<file path="config.mk">
export PLATFORM = sky130hd
export DESIGN_NAME = rv64ie_regfile
export DESIGN_NICKNAME = d
export VERILOG_FILES = /design/src/rv64ie_pkg.sv /design/src/rv64ie_regfile.sv
export SDC_FILE = /design/constraint.sdc
export NUM_CORES = 2
export LEC_CHECK = 0
export BUFFER_PORTS_ARGS = -buffer_cell sky130_fd_sc_hd__buf_2
export CAP_MARGIN = 25
export CORE_ASPECT_RATIO = 0.8
export CORE_MARGIN = 5
export CORE_UTILIZATION = 60
export CTS_CLUSTER_SIZE = 24
export DETAILED_ROUTE_END_ITERATION = 7
export PLACE_DENSITY = 0.73
export SETUP_SLACK_MARGIN = 0.3
export SLEW_MARGIN = 40
export SYNTH_ARGS = -nofsm -noshare
export SYNTH_HDL_FRONTEND = slang
export SYNTH_SLANG_ARGS = --single-unit
export TNS_END_PERCENT = 5
</file>
<file path="constraint.sdc">
create_clock -name aclk -period 4.4 [get_ports aclk]
set_input_delay 0.22 -clock aclk [delete_from_list [all_inputs] [get_ports aclk]]
set_output_delay 0.22 -clock aclk [all_outputs]
set_load 0.02 [all_outputs]
</file>
<file path="src/rv64ie_pkg.sv">
`default_nettype none

package rv64ie_pkg;

    localparam int REG_COUNT = 32;
    localparam int REG_AW    = $clog2(REG_COUNT);

    localparam logic [6:0] OPC_LUI    = 7'b0110111;
    localparam logic [6:0] OPC_AUIPC  = 7'b0010111;
    localparam logic [6:0] OPC_JAL    = 7'b1101111;
    localparam logic [6:0] OPC_JALR   = 7'b1100111;
    localparam logic [6:0] OPC_BRANCH = 7'b1100011;
    localparam logic [6:0] OPC_LOAD   = 7'b0000011;
    localparam logic [6:0] OPC_STORE  = 7'b0100011;
    localparam logic [6:0] OPC_OPIMM  = 7'b0010011;
    localparam logic [6:0] OPC_OP     = 7'b0110011;
    localparam logic [6:0] OPC_OPIMMW = 7'b0011011;
    localparam logic [6:0] OPC_OPW    = 7'b0111011;
    localparam logic [6:0] OPC_SYSTEM = 7'b1110011;

    localparam logic [6:0] F7_BASE   = 7'h00;
    localparam logic [6:0] F7_ALT    = 7'h20;
    localparam logic [6:0] F7_MULDIV = 7'h01;
    localparam logic [5:0] F6_SRA    = 6'h10;

    localparam logic [31:0] INST_ECALL  = 32'h0000_0073;
    localparam logic [31:0] INST_EBREAK = 32'h0010_0073;
    localparam logic [4:0]  A0_INDEX    = 5'd10;

    localparam logic [2:0] REQ_NONE  = 3'd0;
    localparam logic [2:0] REQ_LOAD  = 3'd1;
    localparam logic [2:0] REQ_STORE = 3'd2;
    localparam logic [2:0] REQ_CSRW  = 3'd3;
    localparam logic [2:0] REQ_CSRS  = 3'd4;

    localparam logic [1:0] TRAP_NONE    = 2'd0;
    localparam logic [1:0] TRAP_ECALL   = 2'd1;
    localparam logic [1:0] TRAP_EBREAK  = 2'd2;
    localparam logic [1:0] TRAP_ILLEGAL = 2'd3;

    localparam logic [2:0] EXT_SB   = 3'd0;
    localparam logic [2:0] EXT_SH   = 3'd1;
    localparam logic [2:0] EXT_SW   = 3'd2;
    localparam logic [2:0] EXT_FULL = 3'd3;
    localparam logic [2:0] EXT_ZB   = 3'd4;
    localparam logic [2:0] EXT_ZH   = 3'd5;
    localparam logic [2:0] EXT_ZW   = 3'd6;

    localparam logic [2:0] MD_MUL    = 3'd0;
    localparam logic [2:0] MD_MULH   = 3'd1;
    localparam logic [2:0] MD_MULHSU = 3'd2;
    localparam logic [2:0] MD_MULHU  = 3'd3;
    localparam logic [2:0] MD_DIV    = 3'd4;
    localparam logic [2:0] MD_DIVU   = 3'd5;
    localparam logic [2:0] MD_REM    = 3'd6;
    localparam logic [2:0] MD_REMU   = 3'd7;

    typedef struct packed {
        logic        func;
        logic [31:0] inst_word;
        logic [63:0] inst_pc;
        logic [63:0] return_data;
    } in_t;

    typedef struct packed {
        logic [63:0] next_pc;
        logic [4:0]  dest_index;
        logic [63:0] dest_value;
        logic        dest_write;
        logic [2:0]  request_kind;
        logic [63:0] request_address;
        logic [1:0]  request_size;
        logic [63:0] request_data;
        logic        awaiting_return;
        logic [1:0]  trap_kind;
        logic [63:0] trap_value;
    } out_t;

    typedef struct packed {
        logic       md;
        logic       md_word;
        logic [2:0] md_f3;
        logic       wait_ret;
        logic [2:0] mode;
    } exec_ctl_t;

    typedef enum logic [1:0] {
        ST_IDLE,
        ST_EXEC,
        ST_MD,
        ST_WB
    } state_t;

    function automatic logic [63:0] sext32(input logic [31:0] v);
        return {{32{v[31]}}, v};
    endfunction

    function automatic logic [63:0] extend_ret(input logic [63:0] v, input logic [2:0] mode);
        logic [63:0] r;
        case (mode)
            EXT_SB:  r = {{56{v[7]}}, v[7:0]};
            EXT_SH:  r = {{48{v[15]}}, v[15:0]};
            EXT_SW:  r = {{32{v[31]}}, v[31:0]};
            EXT_ZB:  r = {56'd0, v[7:0]};
            EXT_ZH:  r = {48'd0, v[15:0]};
            EXT_ZW:  r = {32'd0, v[31:0]};
            default: r = v;
        endcase
        return r;
    endfunction

endpackage

`default_nettype wire

</file>
<file path="src/rv64ie_regfile.sv">
`default_nettype none

module rv64ie_regfile (
    input  wire logic        aclk,
    input  wire logic        aresetn,
    input  wire logic        rd_en,
    input  wire logic [4:0]  rd_addr1,
    input  wire logic [4:0]  rd_addr2,
    output logic      [63:0] rd_data1,
    output logic      [63:0] rd_data2,
    input  wire logic        wr_en,
    input  wire logic [4:0]  wr_addr,
    input  wire logic [63:0] wr_data
);
    import rv64ie_pkg::*;

    logic [63:0]          mem [REG_COUNT];
    logic [REG_COUNT-1:0] vld_reg;
    logic [63:0]          q1_reg, q2_reg;
    logic                 ok1_reg, ok2_reg;
    logic                 hit1, hit2, wr_ok;

    // x0, out-of-range and never-written entries read as zero
    assign hit1  = (rd_addr1 != 5'd0) && (int'(rd_addr1) < REG_COUNT)
                   && vld_reg[rd_addr1[REG_AW-1:0]];
    assign hit2  = (rd_addr2 != 5'd0) && (int'(rd_addr2) < REG_COUNT)
                   && vld_reg[rd_addr2[REG_AW-1:0]];
    assign wr_ok = wr_en && (wr_addr != 5'd0) && (int'(wr_addr) < REG_COUNT);

    always_ff @(posedge aclk) begin
        if (wr_ok) begin
            mem[wr_addr[REG_AW-1:0]] <= wr_data;
        end
        if (rd_en) begin
            q1_reg <= mem[rd_addr1[REG_AW-1:0]];
            q2_reg <= mem[rd_addr2[REG_AW-1:0]];
        end
    end

    always_ff @(posedge aclk) begin
        if (!aresetn) begin
            vld_reg <= '0;
            ok1_reg <= 1'b0;
            ok2_reg <= 1'b0;
        end else begin
            if (wr_ok) begin
                vld_reg[wr_addr[REG_AW-1:0]] <= 1'b1;
            end
            if (rd_en) begin
                ok1_reg <= hit1;
                ok2_reg <= hit2;
            end
        end
    end

    assign rd_data1 = ok1_reg ? q1_reg : 64'd0;
    assign rd_data2 = ok2_reg ? q2_reg : 64'd0;

endmodule

`default_nettype wire

</file>
; Yosys cells after proc, flatten, opt, wreduce, memory -nomap -nowiden
; Memory sizes are Yosys's and may differ from the RTL's. A register that Yosys moved wholly into a read port is not among the register bits.
; Index checks and enable logic that the tools add are counted.
[word_totals]
reg_bits = 34
ramBits = 2048
inputBits = 83
out_inout_bits = 128
elab_cells = 26
memories = 1
[memory_table]
columns = memory, depth, width, rd, rd_clocked_by_memory_dff, write_ports, line_no
row1 = mem, 32, 64, 2, 2, 1, rv64ie_regfile.sv:17  ; logic [63:0] mem [REG_COUNT];
[op_classes]
magnitude_cmp = 4
muxes = 10
bitwise_logic = 1
n_reduce_logical = 7
[ops]
columns = cell, n
row1 = 2-to-1 mux 64 bit, 2
row2 = bitwise OR 32 bit, 1
row3 = < comparator 5 x 6 -> 1 bit (second input constant), 3
row4 = nonzero test 5 bit, 3
row5 = binary-select mux 1 bit (select 5 bit), 2
row6 = demux 1 bit (select 5 bit), 1
row7 = >= comparator 5 x 1 -> 1 bit (second input constant), 1
row8 = 2-to-1 mux 1 bit, 5
row9 = logical AND 1 bit, 4

; Logic depth before layout (Yosys ltp)
[logic_depth]
depth_word = 5
mapped_depth = 10
mapped_depth_nobuf = 5

; Least setup slack after synthesis
; OpenSTA, ideal clock, no wires.
[synth_path]
path_kind = in2reg
start = input wr_addr[3]
end = memory mem[18][0], enable pin
setup_time_ns = 0.488
arrival_time_ns = 3.391
t_required_ns = 3.912
path_slack_ns = 0.521
stages = 2
path_buffers = 0
cell_sequence = or3b_1 > nor2_1
[synth_via]
elab_chain_len = 4
[synth_rtl]
columns = item, line_no
row1 = "start, declared", rv64ie_regfile.sv:12  ; input wire logic [4:0] wr_addr,
row2 = nonzero test 5 bit, rv64ie_regfile.sv:28  ; assign wr_ok = wr_en && (wr_addr != 5'd0) && (int'(wr_addr) < REG_COUNT);
row3 = logical AND 1 bit, rv64ie_regfile.sv:28
row4 = 2-to-1 mux 1 bit, rv64ie_regfile.sv:31  ; if (wr_ok) begin
row5 = 2-to-1 mux 1 bit (implied by the code), rv64ie_regfile.sv:32  ; mem[wr_addr[REG_AW-1:0]] <= wr_data;
row6 = "end, declared", rv64ie_regfile.sv:17
; Parallel ways exist; a longest one is shown, timed or not.

; Worst setup path in the final report
[layout_path]
start = register ok1_reg
end = output rd_data1[45]
[layout_via]
elab_chain_len = 1
[layout_rtl]
columns = item, line_no
row1 = "start, declared", rv64ie_regfile.sv:20  ; logic ok1_reg, ok2_reg;
row2 = "start signal, assigned", rv64ie_regfile.sv:50  ; ok1_reg <= hit1;
row3 = 2-to-1 mux 64 bit, rv64ie_regfile.sv:56  ; assign rd_data1 = ok1_reg ? q1_reg : 64'd0;
row4 = "end, declared", rv64ie_regfile.sv:9  ; output logic [63:0] rd_data1,
; No other way between the ends.

==> impl_metrics.csv <==
group,metric,value,unit
outcome,outcome,"finished, final reports clean",
logic_synthesis,synth-simple-area-share,0.0114,
place,dp_hpwl,135000,um
logic_synthesis,synth_top_area_frac,0.652,
finish,final_common_cell,"edfxtp_1",
logic_synthesis,synth_adder_area_share,0,
grt,grt_usage,0.308,
power_and_ir_drop,p_per_area,403,nW/um^2
drt,vias,52100,
critical_path,cp_slowest_stage_delay,0.57,ns
critical_path,worstPathCellList,"buf_12 -> buf_4 -> and2_1 -> buf_2",
drt,via_per_inst,7.19,
sta,rsz0062_at_grt,"false",
sta,fin_ws,1.82,ns
clock_network,cts_tree,"yes",
place,io_buffers,210,
logic_synthesis,synth-xor-area-share,0,
finish,utilization,0.680,
logic_synthesis,synthDistinctLibCells,37,
sta,setup_violations,0,
logic_synthesis,synth_mux_area_frac,0.309,
floorplanning,dieArea,175000,um^2
drt,wl,266000,um
sta,worst_pin_slew,0.848,ns
drt,antenna_left,0,
floorplanning,core,166000,um^2
logic_synthesis,synth-seq-cells,2210,
finish,nets,4894,
clock_network,clk_latency,0.84,ns
logic_synthesis,avgSynthCellArea,22.6,um^2
logic_synthesis,synth_ff_type,"edfxtp_1",
critical_path,path_max_fanout,21,
grt,grt_pass1_vias,53400,
critical_path,path_class,"reg -> out",
logic_synthesis,yosysWarnings,0,
logic_synthesis,seq_area_frac_synth,0.659,
sta,fmax,388,MHz
power_and_ir_drop,leakagePower,36.7,nW
sta,hold_violations,0,
logic_synthesis,async_flop_share,0,
sta,period_needed,2.58,ns
floorplanning,die_w,467,um
grt,antenna_found_initial,14,
clock_network,cts-buffers-inserted,209,
finish,area_growth,12.9,%
power_and_ir_drop,max-vdd-ir-drop,0.000435,V
drt,wire_per_inst,36.7,um
grt,gr-total-overflow,0,
drt,firstDrtPassIters,6,
sta,final.setup_skew,0.0199,ns
job,maxCapViolCount,0,
place,pre_cts_slack,1.50,ns
critical_path,critPathSlowestCell,"dfxtp_4",
logic_synthesis,synth_compound_area_frac,0.00392,
clock_network,clock-sinks,2210,
finish,final_cell_mix,"2176 x edfxtp_1, 1220 x mux4_2, 278 x mux2i_1",
critical_path,start_kind,"register",
logic_synthesis,syn_area,100000,um^2
clock_network,root_buffer,"clkbuf_16",
clock_network,cts.clk_slew.worst_paths,0.07,ns
clock_network,cts_buffer_depth,3,
critical_path,crit_required,4.18,ns
sta,max-slew-margin-rel,0.435,
place,post_dp_cell_area,106000,um^2
logic_synthesis,synth.area.top_cells,"edfxtp_1 65%, mux4_2 27%, mux2i_1 2.8%, and2_1 0.81%, mux2_2 0.71%",
floorplanning,io-pin-count,211,
place,dp_cells,6777,
floorplanning,die_h,376,um
clock_network,cts.htree.levels,4,
finish,fin_cells,7240,
sta,final.setup.tns,0,ns
finish,postLayoutCellArea,113000,um^2
sta,slew_violations,0,
drt,drc,0,
floorplanning,initial_core_util,0.602,
finish,drive_gt1_frac,0.403,
logic_synthesis,synth_edf_count,2176,
drt,drt_iter0_markers,6425,
floorplanning,rows,134,
logic_synthesis,synth_top_cell_by_area,"edfxtp_1",
logic_synthesis,syn_inst,4428,
logic_synthesis,synth_top_family_by_area,"multiplexers",
critical_path,crit_arrival,2.36,ns
place,gp_congestion,0.777,
min_path,hp-class,"in -> reg",
sta,post-route-period-util,0.586,
critical_path,cp-end-kind,"primary output",
grt,grt_pass1_wl,385000,um
grt,grt_max_degree,77,
finish,largest_reg_flops,2048,
## where the power goes
| group | leakage [nW] | internal (mW) | switching, mW |
|---|---|---|---|
| sequential | 20.0 | 23.6 | 0.198 |
| combinational | 13.3 | 1.79 | 1.92 |
| clock | 3.36 | 10.3 | 7.83 |
| total | 36.7 | 35.6 | 9.95 |
## kinds of logic after synthesis
family / count (synthesis)
compound gates: 56
mux: 1561
flops: 2210
simple gates: 199
buf+inv: 401
other cells: 1
## repair_timing
item                      4_1_cts  5_1_grt
hold buffers                   67        0
buffers inserted                0        0
gates resized for setup         0        0
hold endpoints to repair     2115        0
## metrics by stage
stage / power [mW] / hold slack [ns]
3_3_place_gp: 27.8 / 0.443
6_report: 45.6 / 0.0981
5_1_grt: 47.0 / 0.0589
4_1_cts: 45.9 / 0.0300
3_5_place_dp: 27.9 / 0.446
2_1_floorplan: 26.6 / 0.319
## cells in the mapped netlist, drive strengths merged (3+ instances only)
cell / number
edfxtp: 2176
mux4: 1220
mux2i: 278
clkbuf: 177
buf: 156
and2: 130
inv: 68
mux2: 63
nor2: 37
dfxtp: 34
o21a: 31
nand2: 10
a21oi: 7
o21ai: 6
nand3b: 5
nor2b: 4
nand2b: 3
nand3: 3
or3b: 3
## area by class of cell
type | instances | area [um^2]
Fill cell | 10200 | 53300
Inverter | 68 | 255
Tap cell | 2244 | 2810
Clock inverter | 134 | 1260
Clock buffer | 249 | 5560
Sequential cell | 2210 | 66000
Antenna cell | 13 | 32.5
Timing Repair Buffer | 442 | 4290
Multi-Input combinational cell | 1880 | 33000
## worst max-delay path: cells and delay by family (launching register included)
kind	cells	cell delay, ns
AND/OR/NAND/NOR	1	0.21
buffers and inverters	3	0.72
flip-flops	1	0.57
## metal layers
metal / up-vias / routed length, um / global-route usage
met4: 6 / 9280 / 0.0973
met3: 583 / 26100 / 0.0564
met5: - / 39 / 0
li1: 20200 / - / -
met2: 3253 / 133000 / 0.506
met1: 28000 / 97400 / 0.430
## path summary, 6_finish.rpt
| check | startpoint | end | slack, ns | depth (start not counted) |
|---|---|---|---|---|
| worst max-delay path | ok1_reg | rd_data1[45] | 1.82 | 4 |
| worst min register to register | vld_reg[0] | vld_reg[0] | 0.46 | 1 |
| worst min-delay path | rd_addr2[4] | q2_reg[54] | 0.1 | 2 |
| worst max register to register | mem[31][1] | q2_reg[1] | 2.46 | 3 |
Note: power is estimated with default switching activity, not from simulation.
