===== src/rv64ie_pkg.sv =====
`default_nettype none

package rv64ie_pkg;

    localparam int REG_COUNT = 32;
    localparam int REG_AW    = $clog2(REG_COUNT);

    localparam logic [6:0] OPC_LUI    = 7'b0110111;
    localparam logic [6:0] OPC_AUIPC  = 7'b0010111;
    localparam logic [6:0] OPC_JAL    = 7'b1101111;
    localparam logic [6:0] OPC_JALR   = 7'b1100111;
    localparam logic [6:0] OPC_BRANCH = 7'b1100011;
    localparam logic [6:0] OPC_LOAD   = 7'b0000011;
    localparam logic [6:0] OPC_STORE  = 7'b0100011;
    localparam logic [6:0] OPC_OPIMM  = 7'b0010011;
    localparam logic [6:0] OPC_OP     = 7'b0110011;
    localparam logic [6:0] OPC_OPIMMW = 7'b0011011;
    localparam logic [6:0] OPC_OPW    = 7'b0111011;
    localparam logic [6:0] OPC_SYSTEM = 7'b1110011;

    localparam logic [6:0] F7_BASE   = 7'h00;
    localparam logic [6:0] F7_ALT    = 7'h20;
    localparam logic [6:0] F7_MULDIV = 7'h01;
    localparam logic [5:0] F6_SRA    = 6'h10;

    localparam logic [31:0] INST_ECALL  = 32'h0000_0073;
    localparam logic [31:0] INST_EBREAK = 32'h0010_0073;
    localparam logic [4:0]  A0_INDEX    = 5'd10;

    localparam logic [2:0] REQ_NONE  = 3'd0;
    localparam logic [2:0] REQ_LOAD  = 3'd1;
    localparam logic [2:0] REQ_STORE = 3'd2;
    localparam logic [2:0] REQ_CSRW  = 3'd3;
    localparam logic [2:0] REQ_CSRS  = 3'd4;

    localparam logic [1:0] TRAP_NONE    = 2'd0;
    localparam logic [1:0] TRAP_ECALL   = 2'd1;
    localparam logic [1:0] TRAP_EBREAK  = 2'd2;
    localparam logic [1:0] TRAP_ILLEGAL = 2'd3;

    localparam logic [2:0] EXT_SB   = 3'd0;
    localparam logic [2:0] EXT_SH   = 3'd1;
    localparam logic [2:0] EXT_SW   = 3'd2;
    localparam logic [2:0] EXT_FULL = 3'd3;
    localparam logic [2:0] EXT_ZB   = 3'd4;
    localparam logic [2:0] EXT_ZH   = 3'd5;
    localparam logic [2:0] EXT_ZW   = 3'd6;

    localparam logic [2:0] MD_MUL    = 3'd0;
    localparam logic [2:0] MD_MULH   = 3'd1;
    localparam logic [2:0] MD_MULHSU = 3'd2;
    localparam logic [2:0] MD_MULHU  = 3'd3;
    localparam logic [2:0] MD_DIV    = 3'd4;
    localparam logic [2:0] MD_DIVU   = 3'd5;
    localparam logic [2:0] MD_REM    = 3'd6;
    localparam logic [2:0] MD_REMU   = 3'd7;

    typedef struct packed {
        logic        func;
        logic [31:0] inst_word;
        logic [63:0] inst_pc;
        logic [63:0] return_data;
    } in_t;

    typedef struct packed {
        logic [63:0] next_pc;
        logic [4:0]  dest_index;
        logic [63:0] dest_value;
        logic        dest_write;
        logic [2:0]  request_kind;
        logic [63:0] request_address;
        logic [1:0]  request_size;
        logic [63:0] request_data;
        logic        awaiting_return;
        logic [1:0]  trap_kind;
        logic [63:0] trap_value;
    } out_t;

    typedef struct packed {
        logic       md;
        logic       md_word;
        logic [2:0] md_f3;
        logic       wait_ret;
        logic [2:0] mode;
    } exec_ctl_t;

    typedef enum logic [1:0] {
        ST_IDLE,
        ST_EXEC,
        ST_MD,
        ST_WB
    } state_t;

    function automatic logic [63:0] sext32(input logic [31:0] v);
        return {{32{v[31]}}, v};
    endfunction

    function automatic logic [63:0] extend_ret(input logic [63:0] v, input logic [2:0] mode);
        logic [63:0] r;
        case (mode)
            EXT_SB:  r = {{56{v[7]}}, v[7:0]};
            EXT_SH:  r = {{48{v[15]}}, v[15:0]};
            EXT_SW:  r = {{32{v[31]}}, v[31:0]};
            EXT_ZB:  r = {56'd0, v[7:0]};
            EXT_ZH:  r = {48'd0, v[15:0]};
            EXT_ZW:  r = {32'd0, v[31:0]};
            default: r = v;
        endcase
        return r;
    endfunction

endpackage

`default_nettype wire


===== src/rv64ie_muldiv.sv =====
`default_nettype none

module rv64ie_muldiv (
    input  wire logic        aclk,
    input  wire logic        aresetn,
    input  wire logic        start,
    input  wire logic [2:0]  f3,
    input  wire logic        word,
    input  wire logic [63:0] a,
    input  wire logic [63:0] b,
    output logic             done,
    output logic      [63:0] result
);
    import rv64ie_pkg::*;

    localparam int STEPS = 64;
    localparam int CW    = $clog2(STEPS);

    logic          busy_reg, fin_reg, done_reg;
    logic [CW-1:0] cnt_reg;
    logic [63:0]   acc_reg, lo_reg, dvs_reg, opa_reg, opb_reg, res_reg;
    logic [2:0]    f3_reg;
    logic          word_reg, nq_reg, nr_reg;

    logic [63:0] opa, opb, ua, ub, post, post_w;
    logic        is_sdiv;
    logic [64:0] msum, rsh, rdiff;

    always_comb begin
        is_sdiv = f3[2] && !f3[0];
        if (word) begin
            opa = is_sdiv ? sext32(a[31:0]) : {32'd0, a[31:0]};
            opb = is_sdiv ? sext32(b[31:0]) : {32'd0, b[31:0]};
        end else begin
            opa = a;
            opb = b;
        end
        ua = (is_sdiv && opa[63]) ? (64'd0 - opa) : opa;
        ub = (is_sdiv && opb[63]) ? (64'd0 - opb) : opb;
    end

    // shift-add multiply and restoring divide, one bit per cycle
    assign msum  = {1'b0, acc_reg} + (lo_reg[0] ? {1'b0, dvs_reg} : 65'd0);
    assign rsh   = {acc_reg, lo_reg[63]};
    assign rdiff = rsh - {1'b0, dvs_reg};

    always_comb begin
        case (f3_reg)
            MD_MUL:    post = lo_reg;
            MD_MULH:   post = acc_reg - (opa_reg[63] ? opb_reg : 64'd0)
                                      - (opb_reg[63] ? opa_reg : 64'd0);
            MD_MULHSU: post = acc_reg - (opa_reg[63] ? opb_reg : 64'd0);
            MD_MULHU:  post = acc_reg;
            MD_DIV:    post = nq_reg ? (64'd0 - lo_reg) : lo_reg;
            MD_DIVU:   post = lo_reg;
            MD_REM:    post = nr_reg ? (64'd0 - acc_reg) : acc_reg;
            default:   post = acc_reg;
        endcase
        post_w = word_reg ? sext32(post[31:0]) : post;
    end

    always_ff @(posedge aclk) begin
        if (start) begin
            opa_reg  <= opa;
            opb_reg  <= opb;
            f3_reg   <= f3;
            word_reg <= word;
            acc_reg  <= 64'd0;
            lo_reg   <= f3[2] ? ua : opa;
            dvs_reg  <= f3[2] ? ub : opb;
            nq_reg   <= is_sdiv && (opa[63] ^ opb[63]) && (opb != 64'd0);
            nr_reg   <= is_sdiv && opa[63];
        end else if (busy_reg) begin
            if (f3_reg[2]) begin
                if (!rdiff[64]) begin
                    acc_reg <= rdiff[63:0];
                    lo_reg  <= {lo_reg[62:0], 1'b1};
                end else begin
                    acc_reg <= rsh[63:0];
                    lo_reg  <= {lo_reg[62:0], 1'b0};
                end
            end else begin
                acc_reg <= msum[64:1];
                lo_reg  <= {msum[0], lo_reg[63:1]};
            end
        end
        if (fin_reg) begin
            res_reg <= post_w;
        end
    end

    always_ff @(posedge aclk) begin
        if (!aresetn) begin
            busy_reg <= 1'b0;
            fin_reg  <= 1'b0;
            done_reg <= 1'b0;
            cnt_reg  <= '0;
        end else begin
            done_reg <= fin_reg;
            fin_reg  <= 1'b0;
            if (start) begin
                busy_reg <= 1'b1;
                cnt_reg  <= '0;
            end else if (busy_reg) begin
                cnt_reg <= cnt_reg + 1'b1;
                if (cnt_reg == CW'(STEPS - 1)) begin
                    busy_reg <= 1'b0;
                    fin_reg  <= 1'b1;
                end
            end
        end
    end

    assign done   = done_reg;
    assign result = res_reg;

endmodule

`default_nettype wire


===== config.mk =====
export PLATFORM = sky130hd
export DESIGN_NAME = rv64ie_muldiv
export DESIGN_NICKNAME = d
export VERILOG_FILES = /design/src/rv64ie_pkg.sv /design/src/rv64ie_muldiv.sv
export SDC_FILE = /design/constraint.sdc
export NUM_CORES = 2
export LEC_CHECK = 0
export BUFFER_PORTS_ARGS = -buffer_cell sky130_fd_sc_hd__clkbuf_2
export CORE_MARGIN = 2
export CORE_UTILIZATION = 43
export CTS_CLUSTER_SIZE = 10
export DETAILED_ROUTE_END_ITERATION = 12
export GPL_TIMING_DRIVEN = 0
export SLEW_MARGIN = 20
export SYNTH_ARGS = -nofsm -noshare
export SYNTH_HDL_FRONTEND = slang
export SYNTH_SLANG_ARGS = --single-unit

===== constraint.sdc =====
create_clock -name aclk -period 6.1 [get_ports aclk]
set_input_delay 0.305 -clock aclk [delete_from_list [all_inputs] [get_ports aclk]]
set_output_delay 0.305 -clock aclk [all_outputs]
set_load 0.005 [all_outputs]

# Yosys cells after proc, flatten, opt, wreduce, memory -nomap -nowiden
# Cells that the tools add are included.
[classes] add_sub_neg=9 n_eq_ne=6 n_mux=25 n_bitwise=3 n_reduce_logical=12
[ops] operator="64-bit two-way mux" n=19
[ops] operator="64-bit one-hot mux with 5 select lines" n=1
[ops] operator="1-bit by 64-bit subtractor with 64-bit output, first input constant" n=4
[ops] operator="64-bit subtractor" n=2
[ops] operator="64-bit by 64-bit adder with 65-bit output" n=1
[ops] operator="65-bit by 64-bit subtractor with 65-bit output" n=1
[ops] operator="64-bit nonzero test" n=1
[ops] operator="3-bit == test, second input constant" n=3
[ops] operator="6-bit by 1-bit adder with 6-bit output, second input constant" n=1
[ops] operator="6-bit == test, second input constant" n=1
[ops] operator="1-bit logical AND" n=5
[ops] operator="1-bit two-way mux" n=5
[ops] operator="2-bit OR reduction" n=2
[ops] operator="3-bit by 1-bit == test with 1-bit output, second input constant" n=1
[ops] operator="3-bit by 2-bit == test with 1-bit output, second input constant" n=1
[ops] operator="3-bit zero test" n=1
[ops] operator="3-bit OR reduction" n=1
[ops] operator="1-bit inverter" n=2
[ops] operator="2-bit nonzero test" n=1
[ops] operator="1-bit zero test" n=1
[ops] operator="1-bit bitwise XOR" n=1
[word_totals] ff_bits=399 input_bits=135

# Longest topological paths before layout
[depth] ltp_word=8 depth_mapped=29 depth_no_buf=26

# Worst setup path after synthesis
# No wires, ideal clock.
[synth_path] kind="register -> register" from="register opa_reg[63]" to="register res_reg[62] (netlist: result[62]), data pin" t_arrival_ns=5.739 setup_slack_ns=0.086 path_stages_with_launch=29 path_buffers=4 cell_sequence="edfxtp_1 > clkbuf_1 > clkbuf_1 > nand2_1 > ha_1 > nor2b_1 > o31ai_1 > a2111oi_0 > or3b_2 > clkbuf_1 > a21boi_0 > o31ai_1 > a21boi_0 > nor2b_1 > o21a_1 > nor2_1 > xnor2_1 > ha_1 > clkbuf_1 > nand2_1 > o31ai_1 > a31oi_1 > a211o_1 > a21oi_1 > o21ai_1 > o21a_1 > o2111a_1 > a2111oi_2 > a22oi_1"
[synth_between] elab_chain_cells=5
[synth_lines] element="start, declared" line_no="rv64ie_muldiv.sv:21" rtl="logic [63:0] acc_reg, lo_reg, dvs_reg, opa_reg, opb_reg, res_reg;"
[synth_lines] element="start signal, assigned" line_no="rv64ie_muldiv.sv:64" rtl="opa_reg <= opa;"
[synth_lines] element="64-bit two-way mux *" line_no="rv64ie_muldiv.sv:50, rv64ie_muldiv.sv:52"
[synth_lines] element="64-bit subtractor *" line_no="rv64ie_muldiv.sv:50, rv64ie_muldiv.sv:52"
[synth_lines] element="64-bit subtractor" line_no="rv64ie_muldiv.sv:51" rtl="- (opb_reg[63] ? opa_reg : 64'd0);"
[synth_lines] element="64-bit one-hot mux with 5 select lines *" line_no="rv64ie_muldiv.sv:48" rtl="case (f3_reg)"
[synth_lines] element="64-bit two-way mux *" line_no="rv64ie_muldiv.sv:59" rtl="post_w = word_reg ? sext32(post[31:0]) : post;"
[synth_lines] element="named net post_w[62]" line_no="rv64ie_muldiv.sv:25" rtl="logic [63:0] opa, opb, ua, ub, post, post_w;"
[synth_lines] element="end signal, assigned" line_no="rv64ie_muldiv.sv:88" rtl="res_reg <= post_w;"
[synth_lines] element="end, declared" line_no="rv64ie_muldiv.sv:21"
# The timed path passes the listed nets; every way through them passes the cells marked *.
# A chain may end at the register's enable or synchronous reset.

# Final worst setup path
[layout_path] from="input port word" to="register dvs_reg[62], data pin"
[layout_between] elab_chain_cells=4 word_cells_on_any_way=5 classes_between="1 x add/sub; 3 x mux; 1 x reduce/logical"
[layout_lines] element="start, declared" line_no="rv64ie_muldiv.sv:8" rtl="input wire logic word,"
[layout_lines] element="64-bit two-way mux *" line_no="rv64ie_muldiv.sv:31" rtl="if (word) begin"
[layout_lines] element="1-bit by 64-bit subtractor with 64-bit output or 1-bit logical AND (tied branches)" line_no="rv64ie_muldiv.sv:39" rtl="ub = (is_sdiv && opb[63]) ? (64'd0 - opb) : opb;"
[layout_lines] element="64-bit two-way mux" line_no="rv64ie_muldiv.sv:39"
[layout_lines] element="64-bit two-way mux *" line_no="rv64ie_muldiv.sv:70" rtl="dvs_reg <= f3[2] ? ub : opb;"
[layout_lines] element="end signal, assigned" line_no="rv64ie_muldiv.sv:70"
[layout_lines] element="end, declared" line_no="rv64ie_muldiv.sv:21"
# Every way passes the cells marked *; elsewhere a longest branch is shown, timed or not.

==> reports/results.tsv <==
metric	value	unit
critical_path.top_delay_family	buffers and inverters	
fin_ws	-0.262	ns
path_buf_inv	7	
worstPathMaxFanout	10	
finalSetupTns	-2.40	ns
clock_latency	0.67	ns
synthCells	5261	
cts_max_path_buffers	3	
finalNonFillerCells	6943	
worst_pin_slew	1.29	ns
fin_crit_sh	104	%
viasPerCell	6.61	
final_antenna_net_count	0	
worst-setup-path-type	in -> reg	
die_h	313	um
critical_path_arrival	6.74	ns
rsz0062_at_grt	yes	
cp-end-kind	register	
synth_edf_count	325	
ys_types	96	
cts_made_buffers	51	
grt_max_degree	69	
portBuffers	199	
n_fill_cell	9270	
status	finished with violations	
grt_pass1_vias	42721	
ioPinCount	200	
skew	0.0358	ns
cp_cell_sequence	clkbuf_2 -> clkbuf_1 -> clkdlybuf4s15_1 -> clkdlybuf4s15_1 -> clkbuf_1 -> clkbuf_2 -> buf_1 -> o21ai_0 -> nor2_1 -> a31oi_1 -> xor2_1	
die_w	313	um
hold_viol	0	
multi_input_area	29400	um2
clk_pin_slew	0.06	ns
cp_data_required_time	6.48	ns
hp-class	in -> reg	
ys_ff_latch	398	
slew-limit-headroom	13.9	%
core	94700	um2
p_leak	19.7	nW
antenna_found_initial	17	
critPathMaxStageDelay	0.94	ns
ys.flop_type	edfxtp_1	
synth_fp_nets	5659	
routabilityCongestion	1.06	
drc	0	
power_density	331	nW/um2
dpl.cell_count	6733	
syn_area	41000	um2
crit_path_top_delay_cell	clkdlybuf4s15_1	
grt_first_pass_wirelength	304000	um
synth.avg_cell_area	7.80	um2
cts_tree	built	
gr-total-overflow	0	
htreeDepth	2	
clkSinkCount	398	
num_rows	113	
ff_latch_area	11200	um2
async_flop_share	0	%
drt_iter0_markers	6493	
area_growth	18.1	%
hpwl	172000	um
drive_above_1_share	12.5	%
cap_viol_max_count	0	
routed_wl	220000	um
fmax	0.157	GHz
irDropWorstVdd	0.237	mV
yosysTopAreaCell	edfxtp_1	
failed_checks	negative setup slack	
report.final.slew_viol_count	0	
post-route-min-period	6.36	ns
ys_seq_area_share	27.4	%
track_usage	42.8	%
critPathLaunchType	input pin	
die-area	97900	um2
vias	45873	
drtPass1Iterations	8	
fin_nets	6032	
ys_top_cells_by_area	edfxtp_1, ha_1, a21oi_1, o21ai_0, nand2_1	
yosysTopAreaCellShare	23.8	%
start_util	43.3	%
setup_viol	27	
wl_per_cell	31.6	um
yosys_warnings	0	
clockRootBuffer	clkbuf_16	
[worst reg2reg max path: stages, from the launching register on]
cell	delay, ns
edfxtp_1	0.34
buf_6	0.15
buf_8	0.14
buf_8	0.14
clkbuf_16	0.15
nand2_1	0.10
ha_4	0.32
nand3_2	0.09
or3_4	0.41
a311oi_4	0.43
nor4b_4	0.12
nor4_4	0.35
buf_4	0.19
a31oi_4	0.10
xnor2_4	0.31
ha_4	0.28
buf_4	0.14
a41oi_1	0.19
o21ai_0	0.20
nor4_2	0.36
o41ai_2	0.14
buf_4	0.19
a41o_1	0.28
a31o_2	0.31
mux2i_2	0.23
nor2_2	0.10
a211o_1	0.29
[where the power goes]
group	switching [W]	leakage [nW]	internal, W
Sequential	0.000358	3.76	0.00324
Clock	0.00129	0.764	0.00171
Combinational	0.00608	15.1	0.00334
Total	0.00773	19.7	0.00828
[through the flow]
stage | utilization, % | total power, W | worst slack, ns | instance area [um2] | hold slack [ns]
6_report | 51.1 | 0.0160 | -0.262 | 48500 | 0.0300
5_1_grt | 51.1 | 0.0165 | -0.256 | 48400 | 0.0374
4_1_cts | 50.3 | 0.0152 | 0.00175 | 47700 | 0.00384
3_5_place_dp | 46.2 | 0.0115 | -2.88 | 43800 | 0.488
3_3_place_gp | 46.0 | 0.0115 | -3.11 | 43600 | 0.472
2_1_floorplan | - | 0.00860 | 0.0859 | 41000 | 0.404
[area by class of cell]
cell class / instances / share of cell area [%]
well taps: 1265 / 3.27
repair buffers: 359 / 5.25
clock inverters: 15 / 0.281
inverters: 208 / 1.62
plain buffers: 309 / 2.65
multi-input cells: 4307 / 60.8
flip-flops and latches: 398 / 23.2
diodes: 9 / 0.0465
clock buffers: 73 / 2.96
[path summary, 6_finish.rpt]
| check | to | start | cells after the start | slack, ns |
|---|---|---|---|---|
| setup / recovery | dvs_reg[62] | word | 11 | -0.26 |
| hold / removal | opa_reg[52] | a[52] | 2 | 0.03 |
| setup reg to reg | result[56] | opa_reg[63] | 26 | -0.20 |
| hold reg to reg | cnt_reg[5] | cnt_reg[5] | 2 | 0.51 |
[per-layer routing]
| metal | global-route usage, % | part of all wire [%] | routed length [um] | vias to the layer above |
|---|---|---|---|---|
| met5 | 0 | 0.031 | 68 | - |
| met4 | 24.4 | 6.6 | 14400 | 10 |
| met3 | 8.13 | 10 | 22800 | 685 |
| met2 | 65.4 | 43 | 94300 | 3127 |
| met1 | 56.8 | 40 | 88100 | 21794 |
| li1 | - | - | - | 20257 |
[cell usage in the layout, fill, tap and decap left out, types with 27 or more instances in the layout]
master	n
nand2_1	572
a21oi_1	458
nor2_1	455
o21ai_0	430
edfxtp_1	325
clkbuf_1	258
clkbuf_2	221
ha_1	216
inv_1	202
xnor2_1	200
a21o_1	186
xor2_1	168
nor3_1	142
mux2i_1	103
nand4_1	88
buf_4	76
nand3_1	75
dfxtp_1	72
dlygate4sd3_1	67
o31ai_1	66
o21bai_1	58
a31oi_1	56
clkbuf_16	55
o211ai_1	51
or3_1	50
a211oi_1	45
nor4_1	39
nand2b_1	35
or4_1	34
a221oi_1	34
ha_4	33
nor2b_1	32
o41ai_1	31
o21ai_1	30
a22oi_1	29
o21a_1	28
and2_1	27
mux2_2	27
[cells by family (layout without fill, tap and decap cells)]
logic type / count (synthesis) / after routing / share of synthesized area (%)
compound gates: 1813 / 1813 / 28.2
xor+xnor: 410 / 410 / 8.75
fa+ha+maj: 263 / 263 / 8.09
buf+inv: 556 / 964 / 5.15
flops: 398 / 398 / 27.4
mux: 133 / 133 / 3.33
other cells: 0 / 9 / 0
simple gates: 1688 / 1688 / 19.2
[synthesized netlist by cell type, types with 28 or more instances]
| cell type | number |
|---|---|
| a211oi_1 | 48 |
| a21o_1 | 186 |
| a21oi_1 | 485 |
| a221oi_1 | 38 |
| a22oi_1 | 29 |
| a31oi_1 | 66 |
| and3_1 | 28 |
| buf_1 | 28 |
| clkbuf_1 | 309 |
| dfxtp_1 | 73 |
| edfxtp_1 | 325 |
| ha_1 | 259 |
| inv_1 | 205 |
| mux2i_1 | 106 |
| nand2_1 | 581 |
| nand2b_1 | 35 |
| nand3_1 | 79 |
| nand4_1 | 88 |
| nor2_1 | 461 |
| nor2b_1 | 37 |
| nor3_1 | 146 |
| nor4_1 | 43 |
| o211ai_1 | 51 |
| o21a_1 | 29 |
| o21ai_0 | 468 |
| o21bai_1 | 60 |
| o31ai_1 | 74 |
| o41ai_1 | 33 |
| or3_1 | 53 |
| or4_1 | 35 |
| xnor2_1 | 227 |
| xor2_1 | 183 |
[repair_timing]
action / in CTS / in global routing
setup buffers: 46 / 39
pin swaps: 65 / 67
hold endpoints to repair: 68 / 0
resized for setup: 273 / 116
hold buffers: 67 / 0
setup endpoints to repair: 113 / 72
gates cloned: 0 / 1
Power figures use the tool's default switching activity.
